==> src/rtl/rdsrt_pkg.sv <==
package rdsrt_pkg;

   localparam int TextLength = 64;
   localparam int ChunkCount = TextLength / 8;
   localparam int RowBits    = $clog2(ChunkCount);
   localparam int PosBits    = $clog2(TextLength);

   localparam logic [7:0] CH_LF    = 8'h0A;
   localparam logic [7:0] CH_VT    = 8'h0B;
   localparam logic [7:0] CH_CR    = 8'h0D;
   localparam logic [7:0] CH_SPACE = 8'h20;
   localparam logic [7:0] CH_MAX   = 8'h7D;

   localparam logic [4:0] GROUP_2A = 5'h04;
   localparam logic [4:0] GROUP_2B = 5'h05;

   typedef struct packed {
      logic       command;
      logic [7:0] block_b_high;
      logic [7:0] block_b_low;
      logic [7:0] block_c_high;
      logic [7:0] block_c_low;
      logic [7:0] block_d_high;
      logic [7:0] block_d_low;
      logic [7:0] fifo_level;
   } req_type;

   typedef struct packed {
      logic        shown_updated;
      logic [2:0]  chunk_index;
      logic [63:0] text_chunk;
      logic        last_of_run;
      logic [7:0]  queue_remaining;
   } rsp_type;

   typedef enum logic [3:0] {
      ST_IDLE,
      ST_SCAN_RD,
      ST_SCAN_EV,
      ST_CHAR_RD,
      ST_CHAR_WR,
      ST_COPY_RD,
      ST_COPY_WR,
      ST_EMIT_RD,
      ST_EMIT_LD
   } state_type;

   // first byte in a row that is either zero or CR
   typedef struct packed {
      logic       hit;
      logic       is_cr;
      logic [2:0] idx;
   } scan_type;

   function automatic logic [7:0] sanitize(input logic [7:0] c);
      logic [7:0] r;
      r = (c == CH_VT) ? CH_LF : c;
      if ((r < CH_SPACE || r > CH_MAX) && r != CH_LF && r != CH_CR) begin
         r = CH_SPACE;
      end
      return r;
   endfunction

   function automatic scan_type scan_row(input logic [63:0] row);
      scan_type s;
      s = '0;
      for (int b = 0; b < 8; b++) begin
         if (!s.hit && (row[8*b +: 8] == 8'h00 || row[8*b +: 8] == CH_CR)) begin
            s.hit   = 1'b1;
            s.is_cr = (row[8*b +: 8] == CH_CR);
            s.idx   = 3'(b);
         end
      end
      return s;
   endfunction

endpackage

==> src/rtl/rds_radiotext_assembler.sv <==
// RDS RadioText assembler for group types 2A and 2B.
// req_ channel: one word per RDS group (blocks B, C, D as bytes) or, with
// command set, a station change that clears both text stores.
// rsp_ channel: one word with shown_updated low when the shown text is
// unchanged, else eight words carrying the shown text in 64-bit chunks,
// chunk_index 0 to 7, last_of_run on the final word of each input.
// One word is in work at a time; req_ready is high only when idle.
// Steps per word, all paced by the single read port of each text store:
//   station change: the eight result words; other group type: one result word
//   2A/2B group: a CR scan (row by row up to the first zero or CR,
//   skipped on an A/B switch), then each character in turn, a rescan
//   (only when not yet terminated), a row copy (when newly terminated)
//   and finally the result words.
// The last result sits in the output register while the next word is
// taken; a stalled rsp_ready holds the sequencer in its emit step.
// After reset both stores read as empty through per-character valid bits,
// so no clearing pass is needed and the block is ready at once.
module rds_radiotext_assembler (
   input  logic                clock,
   input  logic                reset,
   input  logic                req_valid,
   output logic                req_ready,
   input  rdsrt_pkg::req_type  req_data,
   output logic                rsp_valid,
   input  logic                rsp_ready,
   output rdsrt_pkg::rsp_type  rsp_data
);
   import rdsrt_pkg::*;

   localparam logic [RowBits-1:0] LastRow = RowBits'(ChunkCount - 1);

   state_type state_ff, state_in;
   req_type   req_ff;

   logic [RowBits-1:0]    row_ff, row_in;
   logic [1:0]            char_ff, char_in;
   logic                  phase_ff, phase_in;
   logic                  term_ff, term_in;
   logic                  changed_ff, changed_in;
   logic                  ab_ff, ab_in;
   logic [PosBits-1:0]    len_ff, len_in;
   logic [TextLength-1:0] pend_vld_ff, pend_vld_in;
   logic [TextLength-1:0] shown_vld_ff, shown_vld_in;

   logic [63:0] pend_mem  [ChunkCount];
   logic [63:0] shown_mem [ChunkCount];
   logic [63:0] pend_rd_ff, shown_rd_ff;
   logic [7:0]  pend_rv_ff, shown_rv_ff;

   rsp_type rsp_ff, rsp_in;
   logic    rsp_vld_ff, rsp_vld_in;

   logic               accept, rsp_free;
   logic [4:0]         gtype_new, gtype;
   logic               grp_new, is_2a;
   logic [PosBits-1:0] char_pos;
   logic [7:0]         raw_char, clean_char, pend_char, shown_char;
   logic [RowBits-1:0] rd_row;
   logic [63:0]        pend_row, shown_row, copy_row;
   scan_type           scan;
   logic               scan_end, scan_term, last_char, commit, char_live;
   logic               pend_we, shown_we, copy_we;

   assign req_ready = (state_ff == ST_IDLE);
   assign accept    = req_valid && req_ready;
   assign rsp_free  = !rsp_vld_ff || rsp_ready;
   assign rsp_valid = rsp_vld_ff;
   assign rsp_data  = rsp_ff;

   assign gtype_new = req_data.block_b_high[7:3];
   assign grp_new   = (gtype_new == GROUP_2A) || (gtype_new == GROUP_2B);
   assign gtype     = req_ff.block_b_high[7:3];
   assign is_2a     = (gtype == GROUP_2A);

   always_comb begin
      if (is_2a) begin
         char_pos = {req_ff.block_b_low[3:0], char_ff};
         unique case (char_ff)
            2'd0:    raw_char = req_ff.block_c_high;
            2'd1:    raw_char = req_ff.block_c_low;
            2'd2:    raw_char = req_ff.block_d_high;
            default: raw_char = req_ff.block_d_low;
         endcase
      end else begin
         char_pos = {1'b0, req_ff.block_b_low[3:0], char_ff[0]};
         raw_char = char_ff[0] ? req_ff.block_d_low : req_ff.block_d_high;
      end
   end

   assign last_char = is_2a ? (char_ff == 2'd3) : (char_ff == 2'd1);
   assign rd_row    = (state_ff == ST_CHAR_RD || state_ff == ST_CHAR_WR)
                      ? char_pos[PosBits-1:3] : row_ff;

   // bytes never written read as zero
   always_comb begin
      for (int b = 0; b < 8; b++) begin
         pend_row[8*b +: 8]  = pend_rv_ff[b]  ? pend_rd_ff[8*b +: 8]  : 8'h00;
         shown_row[8*b +: 8] = shown_rv_ff[b] ? shown_rd_ff[8*b +: 8] : 8'h00;
         copy_row[8*b +: 8]  = ({row_ff, 3'(b)} < len_ff) ? pend_row[8*b +: 8] : 8'h00;
      end
   end

   assign scan       = scan_row(pend_row);
   assign scan_end   = scan.hit || (row_ff == LastRow);
   assign scan_term  = scan.hit && scan.is_cr;
   assign clean_char = sanitize(raw_char);
   assign pend_char  = pend_row[{char_pos[2:0], 3'b000} +: 8];
   assign shown_char = shown_row[{char_pos[2:0], 3'b000} +: 8];
   assign char_live  = (raw_char != 8'h00);
   assign commit     = term_ff && (pend_char == clean_char) && (shown_char != clean_char)
                       && (clean_char != CH_CR);

   // next state
   always_comb begin
      state_in = state_ff;
      unique case (state_ff)
         ST_IDLE: begin
            if (accept) begin
               if (req_data.command || !grp_new) begin
                  state_in = ST_EMIT_RD;
               end else if (req_data.block_b_low[4] != ab_ff) begin
                  state_in = ST_CHAR_RD;
               end else begin
                  state_in = ST_SCAN_RD;
               end
            end
         end
         ST_SCAN_RD: state_in = ST_SCAN_EV;
         ST_SCAN_EV: begin
            if (!scan_end) begin
               state_in = ST_SCAN_RD;
            end else if (!phase_ff) begin
               state_in = ST_CHAR_RD;
            end else begin
               state_in = scan_term ? ST_COPY_RD : ST_EMIT_RD;
            end
         end
         ST_CHAR_RD: state_in = ST_CHAR_WR;
         ST_CHAR_WR: begin
            if (last_char) begin
               state_in = term_ff ? ST_EMIT_RD : ST_SCAN_RD;
            end else begin
               state_in = ST_CHAR_RD;
            end
         end
         ST_COPY_RD: state_in = ST_COPY_WR;
         ST_COPY_WR: state_in = (row_ff == LastRow) ? ST_EMIT_RD : ST_COPY_RD;
         ST_EMIT_RD: state_in = ST_EMIT_LD;
         ST_EMIT_LD: begin
            if (rsp_free) begin
               state_in = (!changed_ff || row_ff == LastRow) ? ST_IDLE : ST_EMIT_RD;
            end
         end
         default: state_in = ST_IDLE;
      endcase
   end

   // datapath control
   always_comb begin
      row_in       = row_ff;
      char_in      = char_ff;
      phase_in     = phase_ff;
      term_in      = term_ff;
      changed_in   = changed_ff;
      ab_in        = ab_ff;
      len_in       = len_ff;
      pend_vld_in  = pend_vld_ff;
      shown_vld_in = shown_vld_ff;
      pend_we      = 1'b0;
      shown_we     = 1'b0;
      copy_we      = 1'b0;
      rsp_in       = rsp_ff;
      rsp_vld_in   = rsp_vld_ff && !rsp_ready;
      unique case (state_ff)
         ST_IDLE: begin
            if (accept) begin
               row_in     = '0;
               char_in    = '0;
               phase_in   = 1'b0;
               changed_in = req_data.command;
               if (req_data.command) begin
                  pend_vld_in  = '0;
                  shown_vld_in = '0;
               end else if (grp_new && req_data.block_b_low[4] != ab_ff) begin
                  // A/B switch: fresh text, treated as unterminated
                  pend_vld_in = '0;
                  ab_in       = req_data.block_b_low[4];
                  term_in     = 1'b0;
               end
            end
         end
         ST_SCAN_EV: begin
            if (!scan_end) begin
               row_in = RowBits'(row_ff + 1'b1);
            end else begin
               row_in = '0;
               if (!phase_ff) begin
                  term_in = scan_term;
               end else if (scan_term) begin
                  len_in     = {row_ff, scan.idx};
                  changed_in = 1'b1;
               end
            end
         end
         ST_CHAR_WR: begin
            if (char_live) begin
               if (commit) begin
                  shown_we               = 1'b1;
                  shown_vld_in[char_pos] = 1'b1;
                  changed_in             = 1'b1;
               end else begin
                  pend_we               = 1'b1;
                  pend_vld_in[char_pos] = 1'b1;
               end
            end
            char_in = 2'(char_ff + 1'b1);
            if (last_char) begin
               phase_in = 1'b1;
               row_in   = '0;
            end
         end
         ST_COPY_WR: begin
            copy_we                                 = 1'b1;
            shown_vld_in[{row_ff, 3'b000} +: 8]     = 8'hFF;
            row_in                                  = RowBits'(row_ff + 1'b1);
         end
         ST_EMIT_LD: begin
            if (rsp_free) begin
               rsp_vld_in             = 1'b1;
               rsp_in.shown_updated   = changed_ff;
               rsp_in.chunk_index     = changed_ff ? row_ff : '0;
               rsp_in.text_chunk      = changed_ff ? shown_row : '0;
               rsp_in.last_of_run     = !changed_ff || (row_ff == LastRow);
               rsp_in.queue_remaining = req_ff.fifo_level;
               row_in                 = RowBits'(row_ff + 1'b1);
            end
         end
         default: begin
         end
      endcase
   end

   always_ff @(posedge clock) begin
      if (reset) begin
         state_ff     <= ST_IDLE;
         row_ff       <= '0;
         char_ff      <= '0;
         phase_ff     <= 1'b0;
         term_ff      <= 1'b0;
         changed_ff   <= 1'b0;
         ab_ff        <= 1'b0;
         pend_vld_ff  <= '0;
         shown_vld_ff <= '0;
         rsp_vld_ff   <= 1'b0;
      end else begin
         state_ff     <= state_in;
         row_ff       <= row_in;
         char_ff      <= char_in;
         phase_ff     <= phase_in;
         term_ff      <= term_in;
         changed_ff   <= changed_in;
         ab_ff        <= ab_in;
         pend_vld_ff  <= pend_vld_in;
         shown_vld_ff <= shown_vld_in;
         rsp_vld_ff   <= rsp_vld_in;
      end
   end

   always_ff @(posedge clock) begin
      if (accept) begin
         req_ff <= req_data;
      end
      len_ff <= len_in;
      rsp_ff <= rsp_in;
   end

   // text stores: one row-wide read port each, byte or row writes
   always_ff @(posedge clock) begin
      if (pend_we) begin
         pend_mem[char_pos[PosBits-1:3]][{char_pos[2:0], 3'b000} +: 8] <= clean_char;
      end
      if (shown_we) begin
         shown_mem[char_pos[PosBits-1:3]][{char_pos[2:0], 3'b000} +: 8] <= clean_char;
      end
      if (copy_we) begin
         shown_mem[row_ff] <= copy_row;
      end
      pend_rd_ff  <= pend_mem[rd_row];
      shown_rd_ff <= shown_mem[rd_row];
      pend_rv_ff  <= pend_vld_in[{rd_row, 3'b000} +: 8] & pend_vld_ff[{rd_row, 3'b000} +: 8];
      shown_rv_ff <= shown_vld_ff[{rd_row, 3'b000} +: 8];
   end

   a_last_is_chunk7: assert property (@(posedge clock) disable iff (reset)
      rsp_vld_ff && rsp_ff.shown_updated && rsp_ff.last_of_run |-> rsp_ff.chunk_index == 3'd7)
      else $error("changed run ended before chunk 7");

   a_quiet_word: assert property (@(posedge clock) disable iff (reset)
      rsp_vld_ff && !rsp_ff.shown_updated |->
         rsp_ff.last_of_run && rsp_ff.text_chunk == 64'd0 && rsp_ff.chunk_index == 3'd0)
      else $error("unchanged word carries text");

   a_station_clear: assert property (@(posedge clock) disable iff (reset)
      accept && req_data.command |=> pend_vld_ff == '0 && shown_vld_ff == '0 && changed_ff)
      else $error("station change did not clear stores");

   a_copy_only_new: assert property (@(posedge clock) disable iff (reset)
      state_ff == ST_COPY_WR |-> !term_ff && changed_ff && phase_ff)
      else $error("copy of an already terminated text");

   a_load_when_free: assert property (@(posedge clock) disable iff (reset)
      rsp_vld_ff && !rsp_ready |=> rsp_vld_ff)
      else $error("unaccepted result word dropped");

endmodule
==> config.mk <==
export PLATFORM = sky130hd
export DESIGN_NAME = rds_radiotext_assembler
export DESIGN_NICKNAME = d
export VERILOG_FILES = /design/src/rtl/rdsrt_pkg.sv /design/src/rtl/rds_radiotext_assembler.sv
export SDC_FILE = /design/constraint.sdc
export NUM_CORES = 2
export LEC_CHECK = 0
export ABC_AREA = 1
export BUFFER_PORTS_ARGS = -buffer_cell sky130_fd_sc_hd__buf_2
export CAP_MARGIN = 20
export CORE_MARGIN = 8
export CORE_UTILIZATION = 50
export DETAILED_ROUTE_END_ITERATION = 12
export GPL_ROUTABILITY_DRIVEN = 0
export PLACE_DENSITY = 0.71
export SLEW_MARGIN = 10
export SYNTH_ARGS = -nofsm -noshare
export SYNTH_HDL_FRONTEND = slang
export SYNTH_SLANG_ARGS = --single-unit
==> constraint.sdc <==
create_clock -name clock -period 6.4 [get_ports clock]
set_input_delay 0.96 -clock clock [delete_from_list [all_inputs] [get_ports clock]]
set_output_delay 0.96 -clock clock [all_outputs]
set_load 0.05 [all_outputs]
== Word level (Yosys, flattened, before mapping) ==
Memory sizes are Yosys's and may differ from the RTL's. A register that Yosys moved wholly into a read port is not among the register bits.
Index checks and enable logic that the tools add are counted.

* RAM bits: 1,024
* Flip-flop bits (word level): 293
* Memories kept: 2
* Word-level logic and storage cells: 280
* Output and inout port bits: 79
* Input bits: 61

* Add/subtract/negate cells: 4
* Shift-type cells: 9
* Multiplexer cells: 107
* Bitwise gates (word level): 4
* Reductions and logical operators: 72
* Equal/unequal tests: 42
* Order comparisons: 12

{| class="wikitable"
|+ Memories
! memory !! words !! bits a word !! rd ports !! clocked after memory_dff !! wr ports !! RTL line !! source
|-
| pend_mem || 8 || 64 || 1 || 1 || 1 || rds_radiotext_assembler.sv:45 || <nowiki>logic [63:0] pend_mem [ChunkCount];</nowiki>
|-
| shown_mem || 8 || 64 || 1 || 1 || 1 || rds_radiotext_assembler.sv:46 || <nowiki>logic [63:0] shown_mem [ChunkCount];</nowiki>
|}

{| class="wikitable"
|+ Operators by type and width
! kind !! count
|-
| 64-bit two-way mux || 13
|-
| 64-bit by 7-bit variable part select with 8-bit output || 5
|-
| 8-bit two-way mux || 28
|-
| 64-bit one-hot mux with 3 select lines || 1
|-
| 64-bit OR || 2
|-
| 64-bit one-hot mux with 2 select lines || 1
|-
| 8-bit by 8-bit variable shift with 64-bit output, first input constant || 2
|-
| 8-bit by 4-bit == test with 1-bit output, second input constant || 9
|-
| 64-bit bitwise mux || 1
|-
| 8-bit zero test || 8
|-
| 64-bit OR reduction || 1
|-
| 8-bit by 8-bit variable part select with 64-bit output || 1
|-
| 8-bit by 8-bit variable part select with 64-bit output, first input constant || 1
|-
| 6-bit < comparator || 8
|-
| 5-bit two-way mux || 8
|-
| 3-bit two-way mux || 12
|-
| 4-bit one-hot mux with 9 select lines || 1
|-
| 1-bit two-way mux || 28
|-
| 8-bit by 4-bit inequality test with 1-bit output, second input constant || 3
|-
| 8-bit one-hot mux with 3 select lines || 1
|-
| 2-bit inequality test, second input constant || 9
|-
| 1-bit logical AND || 17
|-
| 4-bit by 3-bit == test with 1-bit output, second input constant || 4
|-
| 6-bit negation with 8-bit output || 2
|-
| 43 further kinds || 84
|}

== Depth between registers and ports, before layout ==
* Depth after elaboration: 30
* Mapped depth: 35
* Depth with buffers taken out: 29

== Least setup slack after synthesis ==
No wires, ideal clock.

* Kind: input to register
* From: in rsp_ready
* To: reg rsp_ff (netlist bit rsp_data[0]), enable pin
* Arrival time: 4.765 ns
* Required time: 5.862 ns
* Path buffers: 0
* Cell stages on the path: 2
* Slack: 1.098 ns
* Library setup time: 0.538 ns
* Path through: inv_1 -> a21oi_1

* Cells in the longest elaborated chain, start to end: 2

{| class="wikitable"
|+ RTL lines
! item !! RTL line !! source
|-
| from (decl) || rds_radiotext_assembler.sv:25 || <nowiki>input logic rsp_ready,</nowiki>
|-
| 1-bit logical OR || rds_radiotext_assembler.sv:66 || <nowiki>assign rsp_free = !rsp_vld_ff || rsp_ready;</nowiki>
|-
| 2-bit AND reduction (no line) || - ||
|-
| to (signal assigned) || rds_radiotext_assembler.sv:274 || <nowiki>rsp_ff <= rsp_in;</nowiki>
|-
| to (decl) || rds_radiotext_assembler.sv:50 || <nowiki>rsp_type rsp_ff, rsp_in;</nowiki>
|}

Every way passes these cells.
A chain may end at the register's enable or synchronous reset.

== Final worst setup path ==
* From: reg char_ff[0]
* To: mem shown_mem[7][27], enable pin

* Cells in the longest elaborated chain, start to end: 20

{| class="wikitable"
|+ RTL lines
! item !! RTL line !! source
|-
| from (decl) || rds_radiotext_assembler.sv:36 || <nowiki>logic [1:0] char_ff, char_in;</nowiki>
|-
| from (signal assigned) || rds_radiotext_assembler.sv:258 || <nowiki>char_ff <= char_in;</nowiki>
|-
| 2-bit == test (tied with other cells) || rds_radiotext_assembler.sv:78 || <nowiki>unique case (char_ff)</nowiki>
|-
| 8-bit one-hot mux with 3 select lines || rds_radiotext_assembler.sv:78 ||
|-
| 8-bit two-way mux || rds_radiotext_assembler.sv:76 || <nowiki>if (is_2a) begin</nowiki>
|-
| 8-bit by 4-bit == test with 1-bit output || rdsrt_pkg.sv:57 || <nowiki>r = (c == CH_VT) ? CH_LF : c;</nowiki>
|-
| 8-bit two-way mux || rdsrt_pkg.sv:57 ||
|-
| 8-bit by 6-bit < comparator with 1-bit output or 8-bit by 7-bit > comparator with 1-bit output (tied branches) || rdsrt_pkg.sv:58 || <nowiki>if ((r < CH_SPACE || r > CH_MAX) && r != CH_LF && r != CH_CR) begin</nowiki>
|-
| 1-bit logical OR || rdsrt_pkg.sv:58 ||
|-
| 1-bit logical AND (2 in a row) || rdsrt_pkg.sv:58 ||
|-
| [2 not listed] || - ||
|-
| 1-bit logical AND (2 in a row) || rds_radiotext_assembler.sv:110 || <nowiki>assign commit = term_ff && (pend_char == clean_char) && (shown_char != clean_char)</nowiki>
|-
| 1-bit logical AND || rds_radiotext_assembler.sv:111 || <nowiki>&& (clean_char != CH_CR);</nowiki>
|-
| 1-bit two-way mux || rds_radiotext_assembler.sv:207 || <nowiki>if (commit) begin</nowiki>
|-
| 1-bit two-way mux || rds_radiotext_assembler.sv:206 || <nowiki>if (char_live) begin</nowiki>
|-
| 1-bit two-way mux || rds_radiotext_assembler.sv:174 || <nowiki>unique case (state_ff)</nowiki>
|-
| 1-bit two-way mux || rds_radiotext_assembler.sv:282 || <nowiki>if (shown_we) begin</nowiki>
|-
| 64-bit two-way mux (implied by the code) * || rds_radiotext_assembler.sv:283 || <nowiki>shown_mem[char_pos[PosBits-1:3]][{char_pos[2:0], 3'b000} +: 8] <= clean_char;</nowiki>
|-
| 64-bit two-way mux (no line) * || - ||
|-
| to (decl) || rds_radiotext_assembler.sv:46 ||
|}

Mark *: on every way between the ends. The rest lies on a longest branch, timed or not.

==> reports/summary.txt <==
post-DP HPWL - 109000 µm
synth top area cells - edfxtp_1 58%, dfxtp_1 9.5%, o21ai_0 6.4%
antenna violations before repair - 4
Hold Crit Class - primary input to flop
Initial DRT Pass Iterations - 7
Seq/Total Area, Yosys - 67.3%
Clock Path Buffers - 3
Placed Cells incl. Taps - 7139
die area - 0.132 mm²
critical hold path startpoint - req_data[1]
synthesis-stage register bit count - 1442
mapped cell area - 0.0601 mm²
status - completed
Final Max Slew Viols - 0
H-tree depth - 4
critical path class - flop to flop
design area - 0.0673 mm²
Req. time, crit path - 6800 ps
Fin. Hold Viols - 0
Post-synth ARST share - 0%
CTS tree - built
Setup Buffers After CTS - 0
Primary FF master, synth - edfxtp_1
Pwr Density - 395 mW/mm²
count leader, synth - edfxtp_1
drt wl/cell - 23.2 µm
Synth-to-Final Area Change - 11.9%
average size of a mapped cell - 10.7 µm²
final wirelength - 172000 µm
share of the synthesized area in the top cell type - 57.7%
Reg2Reg Depth - 26
first-pass GRT wire length - 254000 µm
Critical Path Fanout Max - 27
startpoint types - flop
Crit path arrival time - 6100 ps
# DRC - 0
DRT iter0 DRCs - 6428
fin util - 56.2%
Setup crit end kind - flop
hold depth - 1
CTS resizes - 0
clock slew at reported path FFs - 70 ps
crit share post-route - 89.1%
VDD IR max - 0.372 mV
All-Layer GR Usage - 25.3%
post-synth top area cell - edfxtp_1
vias in the first global route - 41465
Die H - 363 µm
clk sinks - 1442
Clock Latency Late Sink - 780 ps
Finished Layout Cells - 7426
CTS Hold Bufs - 0
family with the most delay on the worst path - simple AND/OR/NAND/NOR gates
Worst path slowest cell - nor2_1
Initial Util - 50.2%
Max-Cap Viols - 0
Synth top cells by count - 1156 x edfxtp_1, 885 x nor2_1, 773 x o21ai_0
FF-to-FF Start - char_ff[0]
core area - 0.120 mm²
Buf/Inv on CP - 3
I/O Pins - 140
Final setup viols - 0
Leakage - 22.4 nW
Post-synth EDFFs - 1156
CP dominant cell by count - nand2_1
I/O Buffers - 133
Rows - 127
Netlist cell types - 45
worst rel slew slack - 13.2%
reg2reg setup slack - 700 ps
Yosys warning count - 0
DIE WIDTH - 363 µm
gr ovfl total - 0
Via density - 6.01
fin crit period - 5700 ps
placed cell areas - 0.0626 mm²
final setup TNS - 0 ps
CP max stage delay - 720 ps
DR vias - 44602
Final ANT Viol Nets - 0
CTS buffer count - 142
Overall Power - 26.6 mW
Fmax - 175 MHz
reg2reg end - shown_mem[7][27]
largest net degree at the start of global routing - 181
CTS root buffer - clkbuf_16
Setup Skew - 26.7 ps
Worst Tran Pin Value - 1300 ps
Hold Crit Endpoint - req_ff[1]
Syn Inst Count - 5606
layout cells sized above 1 - 8.87%
RSZ-0062 raised after global routing - false
nets@finish - 5771
per-stage QoR:
step	worst slack [ps]	hold slack, ps
finish	696	361
global route	296	334
CTS	824	309
detailed placement	862	405
global placement	909	400
floorplan	1100	400
sequential cells by signal, summed over array words and instances (netlist names):
register,count
pend_mem,512
shown_mem,512
rsp_data,77
pend_rd_ff,64
pend_vld_ff,64
shown_rd_ff,64
shown_vld_ff,64
req_ff,44
pend_rv_ff,8
shown_rv_ff,8
len_ff,6
gtype,5
state_ff,4
row_ff,3
char_ff,2
ab_ff,1
changed_ff,1
phase_ff,1
rsp_valid,1
term_ff,1
placed cells by master (no fill, tap or decap), drive strengths merged, types with 2 or more instances in the layout:
| cell type | Yosys | routed |
|---|---|---|
| ha | 18 | 18 |
| a21oi | 301 | 301 |
| clkinvlp | 0 | 2 |
| diode | 0 | 5 |
| a211oi | 3 | 3 |
| bufinv | 0 | 3 |
| conb | 1 | 64 |
| nand2 | 649 | 649 |
| o41ai | 4 | 4 |
| edfxtp | 1156 | 1156 |
| nor2 | 893 | 893 |
| nor4b | 2 | 2 |
| nand4 | 41 | 41 |
| nor3 | 22 | 22 |
| o31ai | 3 | 3 |
| nand3b | 2 | 2 |
| o211ai | 36 | 36 |
| clkbuf | 319 | 227 |
| or2 | 10 | 10 |
| nor4 | 13 | 13 |
| clkinv | 7 | 46 |
| a31oi | 144 | 144 |
| o21a | 2 | 2 |
| o21bai | 256 | 256 |
| nand3 | 188 | 188 |
| nor3b | 3 | 3 |
| o22ai | 142 | 142 |
| buf | 60 | 242 |
| dfxtp | 286 | 286 |
| inv | 230 | 236 |
| o21ai | 799 | 799 |
| o221ai | 10 | 10 |
kinds of logic after synthesis:
logic type                 Yosys count  synth area share [%]
AOI/OAI and AO/OA                 1703                  16.1
xor gates and xnor gates             1                0.0146
adders and majority gates           18                 0.375
buffers and inverters              616                  3.97
DFF                               1442                  67.3
muxes                                1                0.0166
other                                1               0.00624
and+or+nand+nor                   1824                  12.2
metal layers:
layer  share of wire (%)  wire length (µm)  track usage, %  up-vias
li1                    -                 -               -    20128
met1                  38             66000            33.2    21418
met2                  45             78000            39.1     2529
met3                  11             18100            5.74      527
met4                 5.8             10000            13.4        0
met5                   0                 0               0        -
worst max path at each step:
stage                    start               end  slack, ps  cells after the start
floorplan            rsp_ready       rsp_data[0]       1100                      2
global placement    char_ff[0]  shown_mem[4][28]        910                     23
detailed placement  char_ff[0]  shown_mem[6][30]        860                     23
CTS                 char_ff[0]  shown_mem[6][27]        820                     23
global route        char_ff[1]  shown_mem[7][27]        300                     24
finish              char_ff[0]  shown_mem[7][27]        700                     26
worst reg2reg max path: cells and delay by family, from the launching register on:
kind            cells  cell delay [ps]
flops               1              540
buf+inv             3              410
simple gates       20             3130
compound gates      2              920
fa+ha+maj           1              340
final cells by class:
| type | count | area, µm² |
|---|---|---|
| inverter | 237 | 905 |
| clock inverter | 50 | 428 |
| fill | 9787 | 52400 |
| clock buffer | 211 | 4140 |
| timing repair buffer | 258 | 1710 |
| antenna | 5 | 12.5 |
| tap | 1612 | 2020 |
| sequential | 1442 | 40400 |
| multi-input combinational | 3611 | 17600 |
power breakdown:
part / internal [mW] / switching [mW] / total (mW)
Combinational: 1.82 / 5.19 / 7.01
Clock: 4.63 / 3.56 / 8.19
Sequential: 11.0 / 0.397 / 11.4
Power figures use the tool's default switching activity.
